## config.mk

```make
export PLATFORM = sky130hd
export DESIGN_NAME = mws_limit
export DESIGN_NICKNAME = d
export VERILOG_FILES = /design/src/design/mws_pkg.sv /design/src/design/mws_limit.sv
export SDC_FILE = /design/constraint.sdc
export NUM_CORES = 2
export LEC_CHECK = 0
export BUFFER_PORTS_ARGS = -buffer_cell sky130_fd_sc_hd__buf_2
export CAP_MARGIN = 20
export CORE_UTILIZATION = 53
export CTS_CLUSTER_DIAMETER = 150
export CTS_CLUSTER_SIZE = 28
export DETAILED_ROUTE_END_ITERATION = 16
export GPL_ROUTABILITY_DRIVEN = 0
export PLACE_DENSITY = 0.75
export SYNTH_ARGS = -nofsm -noshare
export SYNTH_HDL_FRONTEND = slang
export SYNTH_SLANG_ARGS = --single-unit
```

## constraint.sdc

```tcl
create_clock -name aclk -period 7.45 [get_ports aclk]
set_input_delay 1.1175 -clock aclk [delete_from_list [all_inputs] [get_ports aclk]]
set_output_delay 1.1175 -clock aclk [all_outputs]
set_load 0.02 [all_outputs]
```

## src/design/mws_pkg.sv

```systemverilog
// ----------------------------------------------------------------------------
// mws_pkg
// Shared types, widths and register codes of the mecanum wheel speed mixer.
// ----------------------------------------------------------------------------
package mws_pkg;

    localparam int XY_W      = 12;   // chassis x / y speed
    localparam int YAW_W     = 13;   // yaw rate, Q4.8
    localparam int MOT_W     = 26;   // motor rpm before the final clamp
    localparam int QUO_W     = 25;   // magnitude of a rescaled target
    localparam int DIV_STEPS = QUO_W;
    localparam int CFG_IDX_W = 8;
    localparam int CFG_DAT_W = 16;

    localparam logic [CFG_IDX_W-1:0] CFG_GEOMETRY = 8'd0;
    localparam logic [CFG_IDX_W-1:0] CFG_GAIN     = 8'd1;
    localparam logic [CFG_IDX_W-1:0] CFG_RATIO    = 8'd2;
    localparam logic [CFG_IDX_W-1:0] CFG_LIMIT    = 8'd3;

    localparam logic [7:0]  GEOMETRY_RST = 8'd40;
    localparam logic [15:0] GAIN_RST     = 16'd5160;
    localparam logic [15:0] RATIO_RST    = 16'd4916;
    localparam logic [13:0] LIMIT_RST    = 14'd8000;

    typedef logic signed [MOT_W-1:0] mot_t;

    typedef struct packed {
        logic [7:0]  geometry;
        logic [15:0] gain;
        logic [15:0] ratio;
        logic [13:0] limit;
    } cfg_t;

    // One wheel lane inside the restoring divider.
    typedef struct packed {
        logic [QUO_W-1:0] rem;
        logic [QUO_W-1:0] num;
        logic [QUO_W-1:0] quo;
        logic             neg;
        mot_t             mot;
    } div_lane_t;

    typedef struct packed {
        div_lane_t [3:0]  lane;
        logic [QUO_W-1:0] divisor;
        logic             limited;
    } div_item_t;

endpackage

```

## src/design/mws_limit.sv

```systemverilog
// ----------------------------------------------------------------------------
// mws_limit
// Signed maximum, limit compare and dividend setup for the rescale.
// ----------------------------------------------------------------------------
module mws_limit
    import mws_pkg::*;
(
    input  logic      aclk,
    input  logic      aresetn,
    input  logic      adv,
    input  cfg_t      cfg,
    input  logic      in_valid,
    input  mot_t      in_mot [4],
    output logic      out_valid,
    output div_item_t out_item
);

    logic [1:0]         valid_reg;
    mot_t               mot_reg  [4];
    logic signed [40:0] prd_reg  [4];
    mot_t               max_a_reg, max_b_reg;
    div_item_t          item_reg;

    mot_t               max_all;
    logic signed [40:0] prd_abs [4];
    div_item_t          item_next;

    always_comb begin
        max_all = (max_b_reg > max_a_reg) ? max_b_reg : max_a_reg;
        item_next.limited = max_all > $signed({12'b0, cfg.limit});
        item_next.divisor = max_all[QUO_W-1:0];
        for (int i = 0; i < 4; i++) begin
            prd_abs[i] = prd_reg[i][40] ? -prd_reg[i] : prd_reg[i];
            item_next.lane[i].neg = prd_reg[i][40];
            item_next.lane[i].rem = {11'b0, prd_abs[i][38:25]};
            item_next.lane[i].num = prd_abs[i][24:0];
            item_next.lane[i].quo = '0;
            item_next.lane[i].mot = mot_reg[i];
        end
    end

    always_ff @(posedge aclk) begin
        if (!aresetn) begin
            valid_reg <= '0;
        end else if (adv) begin
            valid_reg <= {valid_reg[0], in_valid};
        end
    end

    always_ff @(posedge aclk) begin
        if (adv) begin
            for (int i = 0; i < 4; i++) begin
                mot_reg[i] <= in_mot[i];
                prd_reg[i] <= in_mot[i] * $signed({1'b0, cfg.limit});
            end
            max_a_reg <= (in_mot[1] > in_mot[0]) ? in_mot[1] : in_mot[0];
            max_b_reg <= (in_mot[3] > in_mot[2]) ? in_mot[3] : in_mot[2];
            item_reg  <= item_next;
        end
    end

    assign out_valid = valid_reg[1];
    assign out_item  = item_reg;

endmodule

```

==> results by group <==
Setup path
  – Crit path max fanout: 17
  – FF-to-FF setup slack: 2.45 ns
  – CP Launch Type: primary input
  – Data required, critical path: 7.92 ns
  – Crit path kind: primary input to register
  – CP endpoint kind: register
  – WP data arrival: 7.54 ns

Layout
  – Multi-input logic area: 50,300 sq um
  – Commonest non-fill, non-tap cell in the layout: inv_1
  – Most frequent cells in the layout: inv_1, fa_1, nand2_1
  – Layout Nets: 9,936
  – Layout cells sized above 1: 12.9%
  – Area Growth Syn to Fin: 10.2%
  – # fillers: 11.7k
  – Max reg flops: 290
  – Sequential cell area: 18,200 sq um

Logic synthesis
  – Synth top area share: 35.7%
  – Cells after synthesis: 7,336
  – Mapped cell area: 75,900 sq um
  – Post-synth top area cell: fa_1
  – Warnings, synthesis: 0
  – Post-synth EDFFs: 606
  – Count of cell types in the netlist: 68
  – Syn_area_per_cell: 10.3 sq um
  – Synth async-reset ratio: 0%
  – Top cells by area, synth: fa_1, edfxtp_1, ha_1, inv_1, and2_1
  – Top FF cell, synth: edfxtp_1
  – Number of synthesized register bits: 608
  – Seq/Total Area, Yosys: 24.0%

Timing
  – Skew final: 0.0316 ns
  – RSZ-0062 raised after global routing: no
  – Final count of hold timing violations: 0
  – Slew HR: 20.7%
  – Crit path time final: 7.07 ns
  – Setup violators final: 0
  – Worst-margin pin slew: 1.19 ns
  – Slew Viols, Final: 0
  – F_max: 0.142 GHz
  – Hold_ws: 0.422 ns
  – Final cycle utilization of the critical path: 94.9%

Global route
  – Most used routing layer in global routing: met2
  – Largest net degree at the start of global routing: 164
  – Global routing usage on met2: 46.7%
  – M1 GR Usage: 34.1%
  – Number of global-route vias before repair: 57.9k
  – Grt met3 use: 7.47%
  – Grt ovf: 0
  – First-pass GRT wire length: 313,000 um
  – Initial antenna violation count: 35
  – Overall Global Routing Usage: 27.9%

Placement
  – Final HPWL DP: 163,000 um
  – IO Port Bufs: 412

Clock network
  – CTS root buffer: clkbuf_16
  – Clk buf depth: 3
  – Cts bufs inserted: 28
  – CTS clk-pin slew, worst paths: 0.11 ns
  – Clk sink count: 608
  – # resized after CTS: 0
  – Hold-fix buffers at CTS: 0
  – Number of H-tree levels: 1
  – CTS tree: yes
  – Clock Latency Late Sink: 0.70 ns
  – # Post-CTS Setup Buffers: 0

Die
  – Die Area: 145,000 sq um
  – Core Area: 142,000 sq um
  – Cell row count: 138
  – Die H: 380 um
  – Initial Util: 53.6%
  – Die W: 380 um
  – Top-level port count: 597

Drt
  – DRC viols: 0
  – Routed wire length: 198,000 um
  – Routed vias/inst: 5.46
  – Initial drt markers: 4,074
  – DRT Pass-1 Iters: 6
  – WL/cell: 20.1 um
  – Via count: 53.9k
  – Antenna viol nets, final: 0

Job
  – Max cap viols: 0

Outcome
  – Status: complete, no violations

Min path
  – Min-delay worst type: register to register
==> synthesized netlist by cell type (all sizes together), types with 5 or more instances <==
cell type and instances:
inv 1504, or4 32, nand2 682, ha 476, clkinv 37, mux2 77, nor3 40, o41ai 25
a211oi 25, o31ai 44, nor4 17, xor2 45, edfxtp 606, nand4 29, o31a 7, a211o 5
nor2 492, a31oi 17, o21ai 122, clkbuf 287, or2 7, nand3 35, xnor2 262, o21a 26
and3 16, nand3b 5, o211ai 9, mux2i 5, a21o 103, and2 483, a21oi 151, o21bai 30
a2111oi 7, buf 151, nand2b 22, or3 25, nor2b 25, fa 1352
==> final timing paths <==
check                               startpoint             end  depth (start not counted)
worst max-delay path                    cfg[0]  prd_reg[0][38]                         27
worst min register to register  mot_reg[2][19]   out_item[249]                          0
worst min-delay path            mot_reg[2][19]   out_item[249]                          0
worst max register to register    max_b_reg[8]     out_item[0]                         16
==> metal layers <==
layer	routed length, um	vias up	share of wire (%)
met2	95500	2354	48
met5	226	-	0.11
li1	-	23600	-
met4	9770	34	4.9
met1	71800	27300	36
met3	20400	597	10
==> per-stage QoR <==
step	TNS [ns]	instances	setup slack [ns]	area, sq um	utilization [%]
2_1_floorplan	0	7479	0.116	76500	-
3_3_place_gp	-1.26	9804	-0.215	82700	58.3
3_5_place_dp	-2.20	9804	-0.249	82700	58.3
4_1_cts	0	9850	0.471	83600	58.9
5_1_grt	0	9856	0.0363	83600	59.0
6_report	0	9861	0.384	83600	59.0
==> cell type report <==
type,count,area share (%)
timing repair buffer,875,7.26
tap,1890,2.83
clock buffer,37,0.916
multi-input combinational,4892,60.1
inverter,1541,6.92
antenna,9,0.0269
clock inverter,9,0.130
sequential,608,21.8
==> kinds of logic (layout without fill, tap and decap cells) <==
group | Yosys count | count (layout) | synth area share (%)
and+or+nand+nor | 1922 | 1922 | 12.0
DFF | 608 | 608 | 24.0
adders and majority gates | 1828 | 1828 | 43.5
AOI/OAI and AO/OA | 609 | 609 | 5.25
buffers and inverters | 1979 | 2462 | 10.5
muxes | 82 | 82 | 1.21
xor gates and xnor gates | 307 | 307 | 3.54
other | 1 | 153 | 0.00494
==> critical path: stages <==
cell,delay [ns]
buf_4,0.23
buf_12,0.21
and2_1,0.16
fa_1,0.53
inv_1,0.05
fa_1,0.53
inv_1,0.05
fa_1,0.53
inv_1,0.07
fa_1,0.53
inv_1,0.05
fa_1,0.47
inv_1,0.05
fa_1,0.49
inv_1,0.05
ha_1,0.29
nand2_1,0.07
nor4_1,0.27
a211oi_1,0.11
buf_4,0.16
a31o_2,0.26
nand4b_1,0.22
a21oi_1,0.19
buf_4,0.14
a41oi_1,0.19
nor2b_1,0.20
xnor2_1,0.28
Power is left out: the tool's default activity adds up to more than one toggle a clock period on the data nets, which glitch-free logic cannot reach.
