File: src/design/mws_pkg.sv
// ----------------------------------------------------------------------------
// mws_pkg
// Shared types, widths and register codes of the mecanum wheel speed mixer.
// ----------------------------------------------------------------------------
package mws_pkg;

    localparam int XY_W      = 12;   // chassis x / y speed
    localparam int YAW_W     = 13;   // yaw rate, Q4.8
    localparam int MOT_W     = 26;   // motor rpm before the final clamp
    localparam int QUO_W     = 25;   // magnitude of a rescaled target
    localparam int DIV_STEPS = QUO_W;
    localparam int CFG_IDX_W = 8;
    localparam int CFG_DAT_W = 16;

    localparam logic [CFG_IDX_W-1:0] CFG_GEOMETRY = 8'd0;
    localparam logic [CFG_IDX_W-1:0] CFG_GAIN     = 8'd1;
    localparam logic [CFG_IDX_W-1:0] CFG_RATIO    = 8'd2;
    localparam logic [CFG_IDX_W-1:0] CFG_LIMIT    = 8'd3;

    localparam logic [7:0]  GEOMETRY_RST = 8'd40;
    localparam logic [15:0] GAIN_RST     = 16'd5160;
    localparam logic [15:0] RATIO_RST    = 16'd4916;
    localparam logic [13:0] LIMIT_RST    = 14'd8000;

    typedef logic signed [MOT_W-1:0] mot_t;

    typedef struct packed {
        logic [7:0]  geometry;
        logic [15:0] gain;
        logic [15:0] ratio;
        logic [13:0] limit;
    } cfg_t;

    // One wheel lane inside the restoring divider.
    typedef struct packed {
        logic [QUO_W-1:0] rem;
        logic [QUO_W-1:0] num;
        logic [QUO_W-1:0] quo;
        logic             neg;
        mot_t             mot;
    } div_lane_t;

    typedef struct packed {
        div_lane_t [3:0]  lane;
        logic [QUO_W-1:0] divisor;
        logic             limited;
    } div_item_t;

endpackage

File: src/design/mws_cfg_regs.sv
// ----------------------------------------------------------------------------
// mws_cfg_regs
// Configuration register file; unknown indexes are dropped.
// ----------------------------------------------------------------------------
module mws_cfg_regs
    import mws_pkg::*;
(
    input  logic                 aclk,
    input  logic                 aresetn,
    input  logic                 cfg_valid,
    output logic                 cfg_ready,
    input  logic [CFG_IDX_W-1:0] cfg_index,
    input  logic [CFG_DAT_W-1:0] cfg_data,
    output cfg_t                 cfg
);

    cfg_t cfg_reg;

    assign cfg_ready = 1'b1;
    assign cfg       = cfg_reg;

    always_ff @(posedge aclk) begin
        if (!aresetn) begin
            cfg_reg.geometry <= GEOMETRY_RST;
            cfg_reg.gain     <= GAIN_RST;
            cfg_reg.ratio    <= RATIO_RST;
            cfg_reg.limit    <= LIMIT_RST;
        end else if (cfg_valid) begin
            case (cfg_index)
                CFG_GEOMETRY: cfg_reg.geometry <= cfg_data[7:0];
                CFG_GAIN:     cfg_reg.gain     <= cfg_data;
                CFG_RATIO:    cfg_reg.ratio    <= cfg_data;
                CFG_LIMIT:    cfg_reg.limit    <= cfg_data[13:0];
                default: begin
                end
            endcase
        end
    end

endmodule

File: config.mk
export PLATFORM = sky130hd
export DESIGN_NAME = mws_cfg_regs
export DESIGN_NICKNAME = d
export VERILOG_FILES = /design/src/design/mws_pkg.sv /design/src/design/mws_cfg_regs.sv
export SDC_FILE = /design/constraint.sdc
export NUM_CORES = 1
export LEC_CHECK = 0
export BUFFER_PORTS_ARGS = -buffer_cell sky130_fd_sc_hd__buf_4
export CAP_MARGIN = 15
export CORE_MARGIN = 8
export CORE_UTILIZATION = 38
export CTS_BUF_LIST = sky130_fd_sc_hd__clkbuf_8
export DETAILED_ROUTE_END_ITERATION = 16
export GPL_TIMING_DRIVEN = 0
export PLACE_DENSITY = 0.78
export SLEW_MARGIN = 10
export SYNTH_ARGS = -nofsm -noshare
export SYNTH_HDL_FRONTEND = slang
export SYNTH_SLANG_ARGS = --single-unit
File: constraint.sdc
create_clock -name aclk -period 1.1 [get_ports aclk]
set_input_delay 0 -clock aclk [delete_from_list [all_inputs] [get_ports aclk]]
set_output_delay 0 -clock aclk [all_outputs]
set_load 0.02 [all_outputs]
==> run_results.csv, run 1 <==
group,metric,value,unit
timing,maxSlewViolCount,0,
critical_path,cp-end-kind,"register",
critical_path,path_delay_family,"simple AND/OR/NAND/NOR gates",
timing,skew,0,ns
final_layout,seq_area,1080,um2
global_route,grt_pass1_wl,9670,um
routing,ant_nets,0,
routing,drc,0,
place,place_hpwl,4310,um
clock_network,clockRootBuffer,"clkbuf_8",
critical_path,r2r_cells,2,
timing,tns,0,ns
worst_hold_path,hp-start,"cfg_data[7]",
routing,wl,5910,um
critical_path,start_kind,"input port",
yosys,synth.distinct_cells,17,
critical_path,cp_slowest_cell,"nor4b_4",
critical_path,critPathKind,"input port to register",
critical_path,worstPathArrival,1.27,ns
critical_path,max_stage_delay,0.36,ns
global_route,antenna_found_initial,0,
place,gp_congestion,0.693,
routing,avgViaCountPerCell,4.62,
place,place_ws,-0.257,ns
timing,grt_setup_unrepaired,"false",
routing,wl_per_cell,15.5,um
timing,relSlewSlack,60.8,%
yosys,syn_inst,210,
yosys,yosysWarnings,0,
worst_hold_path,min-delay-path-class,"input port to register",
timing,period_minus_slack,1.05,ns
routing,drt_pass1_iterations,5,
timing,worst_slack,0.0544,ns
timing,worstMarginPinSlew,0.587,ns
yosys,synthArstFlopShare,0,%
die,io_pins,82,
final_layout,multi_input_area,996,um2
place,port_buffers,79,
yosys,yosysSeqAreaShare,49.7,%
critical_path,required,1.32,ns
final_layout,final.fill_count,505,
die,start_util,39.5,%
worst_hold_path,holdPathStages,3,
yosys,synth_ff_type,"dfxtp_1",
final_layout,area_delta_synth_final,41.3,%
yosys,yosysTopAreaCell,"dfxtp_1",
die,die_h,91.7,um
yosys,synth-edff-count,0,
clock_network,clk_latency,0.30,ns
yosys,syn_area,2180,um2
final_layout,largest_register_ffs,54,
critical_path,path_buf_inv,2,
die,die_w,91.7,um
timing,hold_viol,0,
yosys,yosys_register_bits,54,
clock_network,h-tree-depth,2,
yosys,synth_top_area_share,49.7,%
die,dieArea,8410,um2
critical_path,cp_max_fo,8,
timing,finalSetupViolations,0,
power,power.density,1130,nW/um2
final_layout,n_antenna_cell,0,
critical_path,crit_path_cell_trace,"buf_4 -> nor4b_4 -> and3b_2 -> buf_2 -> mux2i_1",
power,irDropWorstVdd,0.716,mV
clock_network,cts_tree,"done",
clock_network,numCtsBuffers,5,
power,power_leakage,1.46,nW
timing,max_freq,0.956,GHz
die,coreArea,5510,um2
die,rows,27,
final_layout,drive_above_1_share,32.1,%
clock_network,clockBufferDepth,2,
critical_path,r2r_end,"cfg[46]$_SDFFE_PN0P_",
final_layout,fin_nets,334,
final_layout,fin_cells,380,
global_route,grt_overflow,0,
yosys,synth_nets,237,
worst_hold_path,min_to,"cfg[7]$_SDFFE_PN0P_",
yosys,netlist_top_cells_area,"dfxtp_1, mux2i_1, nand2_1, nor2b_1, clkbuf_1",
clock_network,clk_pin_slew,0.09,ns
clock_network,cts_setup_buffers,0,
critical_path,reg2reg_setup_slack,0.45,ns
yosys,synth_common_cells,"dfxtp_1, mux2i_1, nand2_1, nor2b_1, clkbuf_1",
routing,drt_iter0_drc,53,
clock_network,clock-sinks,54,
critical_path,r2r_start,"cfg[46]$_SDFFE_PN0P_",
global_route,first_global_vias,1870,
yosys,synth_area_per_cell,10.4,um2
global_route,grt_max_degree,16,
timing,period_share,95.1,%
routing,num_vias,1757,
global_route,groute.usage.overall,14.1,%
place,dp.cells,361,
run,cap_violations,0,
outcome,status,"complete, no violations",
[kinds of logic (layout without fill, tap and decap cells)]
kind of cell	after synthesis	in the layout	share of synthesized area (%)
buf+inv	15	113	4.60
simple gates	86	86	20.7
mux	54	54	24.8
other cells	1	1	0.172
flops	54	54	49.7
[worst register-to-register path: stages, from the launching register on]
cell	delay, ns
dfxtp_1	0.36
nand2_1	0.06
mux2i_1	0.17
[timing repair]
item                                    4_1_cts  5_1_grt
resized for setup                             0        3
endpoints found under the setup margin        0        7
endpoints found under the hold margin        28        0
hold buffers                                 12        0
[area by class of cell]
type	instances	area share, %
Buffer	14	2.77
Clock buffer	8	3.58
Multi-Input combinational cell	141	32.4
Sequential cell	54	35.2
Tap cell	72	2.93
Timing Repair Buffer	91	23.2
[placed cells by master (no fill, tap or decap)]
cell	n
buf_4	80
mux2i_1	54
dfxtp_1	54
nand2_1	51
nor2b_1	28
dlygate4sd3_1	12
clkbuf_1	8
clkbuf_8	8
buf_6	2
clkbuf_2	1
nor4b_4	1
nor3_1	1
and4b_2	1
buf_8	1
nor4_2	1
nand3_2	1
nand4_2	1
and3b_2	1
buf_2	1
conb_1	1
[power by group]
part | total [mW] | internal [mW] | switching [mW]
Sequential | 1.96 | 1.96 | 0.00134
Combinational | 0.258 | 0.132 | 0.125
Clock | 1.25 | 0.636 | 0.611
[worst max-delay path by stage]
| stage | from | endpoint | slack, ns | cells past startpoint |
|---|---|---|---|---|
| 2_1_floorplan | cfg_index[6] | cfg[37]$_SDFFE_PN0P_ | 0.003 | 5 |
| 3_3_place_gp | aresetn | cfg[41]$_SDFFE_PN0P_ | -0.25 | 5 |
| 3_5_place_dp | cfg_index[6] | cfg[38]$_SDFFE_PN0P_ | -0.26 | 6 |
| 4_1_cts | aresetn | cfg[31]$_SDFFE_PN0P_ | 0.03 | 5 |
| 5_1_grt | cfg_index[2] | cfg[48]$_SDFFE_PN0P_ | 0.03 | 5 |
| 6_report | cfg_index[2] | cfg[46]$_SDFFE_PN0P_ | 0.05 | 5 |
[per-layer routing]
layer	up-vias	track usage [%]	wire length, um
met3	9	4.81	391
li1	887	-	-
met1	813	16.6	2470
met4	0	3.22	58
met2	48	24.2	2990
met5	-	0	0
[through the flow]
stage	area [um2]	total power, mW	hold WS, ns	util, %
after floorplan	2180	2.10	0.139	-
after global placement	2860	2.23	0.259	51.9
after detailed placement	2860	2.23	0.271	51.9
after CTS	3090	3.50	0.0199	56.1
after global routing	3080	3.60	0.0320	55.9
final	3080	3.46	0.0202	55.9
No activity file was read; power rests on OpenSTA's default activity.
==> inputs of run 2 (changes only) <==
==> constraint.sdc (replaced) <==
create_clock -name aclk -period 1.1 [get_ports aclk]
set_input_delay 0.11 -clock aclk [delete_from_list [all_inputs] [get_ports aclk]]
set_output_delay 0.11 -clock aclk [all_outputs]
set_load 0.02 [all_outputs]
==> run 2 against run 1 <==
  * Register-to-register slack about the same
  * Clock power increased by 30%
  * Largest cell class unchanged
  * Sequential power about the same
  * Wire length increased by 1.8%
  * First-iteration DRC count shrank 25%
  * Non-clock buffer count fell by 3
  * Final cell count shrank 0.79%
  * Clock skew stayed put
  * Worst setup slack lost 0.037 ns
  * Sequential share of layout area shrank 0.24 points
==> run_results.csv, run 2 (synthesized netlist as in run 1, its figures left out) <==
group,metric,value,unit
place,port_buffers,79,
clock_network,h-tree-depth,2,
final_layout,area_delta_synth_final,42.2,%
power,finalPower,3.82,mW
place,gp_congestion,0.709,
place,place_ws,-0.383,ns
final_layout,layout_commonest_cell,"buf_4",
clock_network,cts_tree,"done",
die,dieArea,8410,um2
outcome,status,"complete, no violations",
power,power_leakage,1.47,nW
timing,grt_setup_unrepaired,"true",
timing,relSlewSlack,60.9,%
global_route,grt_overflow,0,
final_layout,fin_nets,331,
timing,period_share,98.4,%
final_layout,fin_area,3100,um2
timing,worst_slack,0.0172,ns
power,power.density,1230,nW/um2
final_layout,n_antenna_cell,0,
die,rows,27,
clock_network,clockBufferDepth,2,
global_route,grt_max_degree,17,
die,start_util,39.5,%
clock_network,clk_latency,0.30,ns
timing,skew,0,ns
clock_network,clk_pin_slew,0.10,ns
die,io_pins,82,
power,irDropWorstVdd,0.761,mV
routing,drt_pass1_iterations,4,
critical_path,cp-end-kind,"register",
timing,whs,0.0549,ns
timing,hold_viol,0,
timing,worstMarginPinSlew,0.587,ns
routing,drc,0,
timing,finalSetupViolations,0,
routing,ant_nets,0,
final_layout,final_cell_mix,"buf_4, mux2i_1, dfxtp_1, nand2_1, nor2b_1",
critical_path,cp_max_fo,8,
timing,max_freq,0.924,GHz
timing,period_minus_slack,1.08,ns
critical_path,required,1.35,ns
final_layout,final.fill_count,525,
place,dpl_cell_area,2860,um2
critical_path,critPathKind,"input port to register",
final_layout,largest_register_ffs,54,
routing,num_vias,1737,
clock_network,clock-sinks,54,
die,die_h,91.7,um
critical_path,worstPathArrival,1.33,ns
global_route,first_global_vias,1874,
final_layout,drive_above_1_share,35.7,%
timing,maxSlewViolCount,0,
clock_network,clockRootBuffer,"clkbuf_8",
global_route,grt_pass1_wl,9410,um
routing,wl_per_cell,15.9,um
worst_hold_path,min-delay-path-class,"input port to register",
place,place_hpwl,4410,um
die,coreArea,5510,um2
die,die_w,91.7,um
routing,wl,6010,um
global_route,antenna_found_initial,0,
global_route,groute.usage.overall,14.1,%
critical_path,start_kind,"input port",
run,cap_violations,0,
routing,avgViaCountPerCell,4.61,
routing,drt_iter0_drc,40,
clock_network,numCtsBuffers,5,
run 2: cell types whose count changed in the layout (fill, tap and decap cells not counted), moves of 2 or more:
cell           previous run  this run
buf_4                    80        86
bufinv_16                 0         2
dlygate4sd3_1            12         0
buf_6                     2         4
clkbuf_8                  8         6
run 2: power by group:
part	leakage [nW]	total (mW)	internal, mW	switching [mW]
clock network	0.0714	1.63	0.971	0.662
logic	0.962	0.231	0.109	0.122
registers	0.436	1.96	1.96	0.00128
total	1.47	3.82	3.04	0.785
run 2: layer usage:
metal | global-route usage (%) | share of wire (%) | vias up
li1 | - | - | 874
met1 | 15.8 | 43 | 815
met2 | 24.4 | 49 | 46
met3 | 5.62 | 7.3 | 2
met4 | 3.62 | 0.40 | 0
met5 | 0 | 0 | -
run 2: worst paths after layout:
| path | start | to | slack [ns] | cells past startpoint |
|---|---|---|---|---|
| worst min register to register | cfg[1]$_SDFFE_PN0P_ | cfg[1]$_SDFFE_PN0P_ | 0.46 | 2 |
| worst max-delay path | cfg_index[3] | cfg[42]$_SDFFE_PN1P_ | 0.02 | 6 |
| worst max register to register | cfg[9]$_SDFFE_PN1P_ | cfg[9]$_SDFFE_PN1P_ | 0.44 | 2 |
| worst min-delay path | cfg_data[8] | cfg[38]$_SDFFE_PN0P_ | 0.05 | 3 |
run 2: cell type report:
| cell class | count | area [um2] | share of cell area, % |
|---|---|---|---|
| plain buffers | 15 | 109 | 3.52 |
| multi-input cells | 141 | 996 | 32.2 |
| clock inverters | 2 | 60.1 | 1.94 |
| well taps | 72 | 90.1 | 2.91 |
| repair buffers | 87 | 678 | 21.9 |
| clock buffers | 6 | 82.6 | 2.67 |
| flip-flops and latches | 54 | 1080 | 34.9 |
run 2: worst max-delay path, stage by stage:
cell	delay, ns
buf_6	0.09
nor4b_4	0.36
and4b_2	0.30
buf_8	0.14
clkbuf_16	0.15
mux2i_1	0.17
run 2: metrics by stage:
step,TNS (ns),utilization (%),std cells
2_1_floorplan,-1.40,-,210
3_3_place_gp,-12.94,52.0,361
3_5_place_dp,-14.76,52.0,361
4_1_cts,-0.0107,54.8,369
5_1_grt,-0.207,56.2,377
6_report,0,56.2,377
run 2: timing repair:
item	CTS	global route
buffers inserted	0	7
hold buffers	0	0
pin swaps	1	3
cloned	0	1
endpoints found under the setup margin	19	33
resized for setup	4	2
==> inputs of run 3 (changes only) <==
--- a/config.mk
+++ b/config.mk
@@ -12,7 +12,7 @@
 export CTS_BUF_LIST = sky130_fd_sc_hd__clkbuf_8
 export DETAILED_ROUTE_END_ITERATION = 16
 export GPL_TIMING_DRIVEN = 0
-export PLACE_DENSITY = 0.78
+export PLACE_DENSITY_LB_ADDON = 0.12
 export SLEW_MARGIN = 10
 export SYNTH_ARGS = -nofsm -noshare
 export SYNTH_HDL_FRONTEND = slang
==> constraint.sdc (replaced) <==
create_clock -name aclk -period 1.4 [get_ports aclk]
set_input_delay 0.14 -clock aclk [delete_from_list [all_inputs] [get_ports aclk]]
set_output_delay 0.14 -clock aclk [all_outputs]
set_load 0.02 [all_outputs]
==> run 3 against run 2 <==
  * Clock power is 36% lower
  * Critical path type unchanged
  * Clock skew stayed put
  * Via count is 2.4% lower
  * Count of clock-buffer cells in the layout is 1 lower
  * Combinational power is 24% lower
  * Power is 28% lower
  * Worst setup slack better by 0.19 ns
  * Largest power group unchanged
  * Critical endpoint is now cfg[31]$_SDFFE_PN0P_
==> run_results.csv, run 3 (synthesized netlist as in run 1, its figures left out) <==
group,metric,value,unit
outcome,status,"complete, no violations",
critical_path,required,1.65,ns
timing,skew,0,ns
critical_path,cp_slowest_cell,"clkbuf_1",
critical_path,cp-end-kind,"register",
final_layout,n_antenna_cell,0,
power,irDropWorstVdd,0.466,mV
final_layout,drive_above_1_share,33.3,%
run,cap_violations,0,
routing,drt_pass1_iterations,4,
critical_path,max_stage_delay,0.49,ns
worst_hold_path,min-delay-path-class,"input port to register",
clock_network,clk_pin_slew,0.09,ns
routing,wl_per_cell,15.7,um
clock_network,clock-sinks,54,
place,dpl_cell_area,2860,um2
power,clkPwrFrac,37.9,%
clock_network,cts_tree,"done",
die,start_util,39.5,%
power,power.density,929,nW/um2
clock_network,cts_setup_buffers,0,
power,combinationalPowerShare,6.4,%
final_layout,seq_area,1080,um2
die,die_w,91.7,um
die,dieArea,8410,um2
place,port_buffers,79,
global_route,first_global_vias,1834,
routing,wl,5790,um
clock_network,h-tree-depth,2,
timing,maxSlewViolCount,0,
timing,max_freq,0.839,GHz
clock_network,ctsHoldBuffers,0,
critical_path,start_kind,"input port",
timing,finalSetupViolations,0,
power,intPower,2.15,mW
timing,worstMarginPinSlew,0.609,ns
power,finalPower,2.76,mW
global_route,groute.usage.overall,14.0,%
critical_path,cp_max_fo,10,
timing,hold_viol,0,
final_layout,area_delta_synth_final,36.4,%
critical_path,worstPathArrival,1.44,ns
die,io_pins,82,
global_route,grt_pass1_wl,9410,um
timing,period_minus_slack,1.19,ns
final_layout,final.fill_count,538,
power,p_sw,611,uW
final_layout,layout_commonest_cell,"buf_4",
critical_path,critPathMostFrequentCell,"clkbuf_1",
critical_path,path_delay_family,"buffers and inverters",
critical_path,critPathKind,"input port to register",
global_route,grt_max_degree,17,
final_layout,multi_input_area,996,um2
final_layout,final_cell_mix,"buf_4, mux2i_1, dfxtp_1, nand2_1, nor2b_1",
clock_network,numCtsBuffers,5,
critical_path,path_buf_inv,3,
clock_network,clk_latency,0.31,ns
clock_network,clockRootBuffer,"clkbuf_8",
routing,drt_iter0_drc,69,
final_layout,largest_register_ffs,54,
power,p_seq_share,55.8,%
die,coreArea,5510,um2
place,gp_congestion,0.650,
routing,avgViaCountPerCell,4.60,
final_layout,fin_nets,323,
routing,num_vias,1696,
global_route,antenna_found_initial,0,
routing,drc,0,
die,die_h,91.7,um
place,place_hpwl,4250,um
timing,grt_setup_unrepaired,"false",
clock_network,cts_resized,0,
final_layout,fin_area,2970,um2
global_route,grt_overflow,0,
clock_network,clockBufferDepth,2,
power,swShare,22.2,%
die,rows,27,
critical_path,crit_path_cell_trace,"clkbuf_1 -> clkbuf_1 -> clkbuf_1 -> nand2_1 -> mux2i_1",
timing,relSlewSlack,59.4,%
power,power_leakage,1.41,nW
routing,ant_nets,0,
timing,period_share,85.2,%
## run 3: changes by cell type in the layout (fill, tap and decap cells not counted), sizes merged
cell | before | now
clkinv | 0 | 2
buf | 92 | 85
bufinv | 2 | 1
clkbuf | 16 | 14
## run 3: power by group through the flow
| stage | Combinational (mW) | Clock, mW | Sequential [mW] |
|---|---|---|---|
| floorplan | 0.0780 | 0 | 1.58 |
| global placement | 0.176 | 0 | 1.57 |
| detailed placement | 0.178 | 0 | 1.57 |
| CTS | 0.178 | 1.07 | 1.54 |
| global route | 0.193 | 1.12 | 1.54 |
| finish | 0.176 | 1.04 | 1.54 |
## run 3: final cells by class
type / instances / area share [%]
timing repair buffer: 79 / 20.0
multi-input combinational: 141 / 33.5
tap: 72 / 3.03
clock inverter: 3 / 1.35
sequential: 54 / 36.4
buffer: 15 / 3.37
clock buffer: 5 / 2.32
## run 3: path summary, 6_finish.rpt
kind | startpoint | to | slack [ns] | cells after the start
worst max-delay path | aresetn | cfg[31]$_SDFFE_PN0P_ | 0.21 | 5
worst min-delay path | cfg_data[11] | cfg[11]$_SDFFE_PN1P_ | 0.09 | 3
worst max register to register | cfg[50]$_SDFFE_PN0P_ | cfg[50]$_SDFFE_PN0P_ | 0.75 | 2
worst min register to register | cfg[46]$_SDFFE_PN0P_ | cfg[46]$_SDFFE_PN0P_ | 0.46 | 2
## run 3: through the flow
stage               cells  util, %  hold slack (ns)  setup WS, ns  TNS, ns
floorplan             210        -            0.279         0.158        0
global placement      361     51.9            0.406       -0.0915    -2.19
detailed placement    361     51.9            0.412        -0.104    -2.65
CTS                   369     53.9           0.0830         0.217        0
global route          369     53.9           0.0889        0.0490        0
finish                369     53.9           0.0859         0.208        0
## run 3: routing by layer
| layer | GRT usage [%] | part of all wire (%) | vias to the layer above |
|---|---|---|---|
| met5 | 0 | 0 | - |
| met4 | 3.62 | 0.93 | 0 |
| met3 | 5.79 | 7.1 | 5 |
| met2 | 22.0 | 45 | 47 |
| met1 | 17.3 | 47 | 786 |
| li1 | - | - | 858 |
## run 3: tightest hold or removal path: cells and delay by family
kind / cells / cell delay, ns
buffers and inverters: 1 / 0.09
multiplexers: 1 / 0.10
AND/OR/NAND/NOR: 1 / 0.03
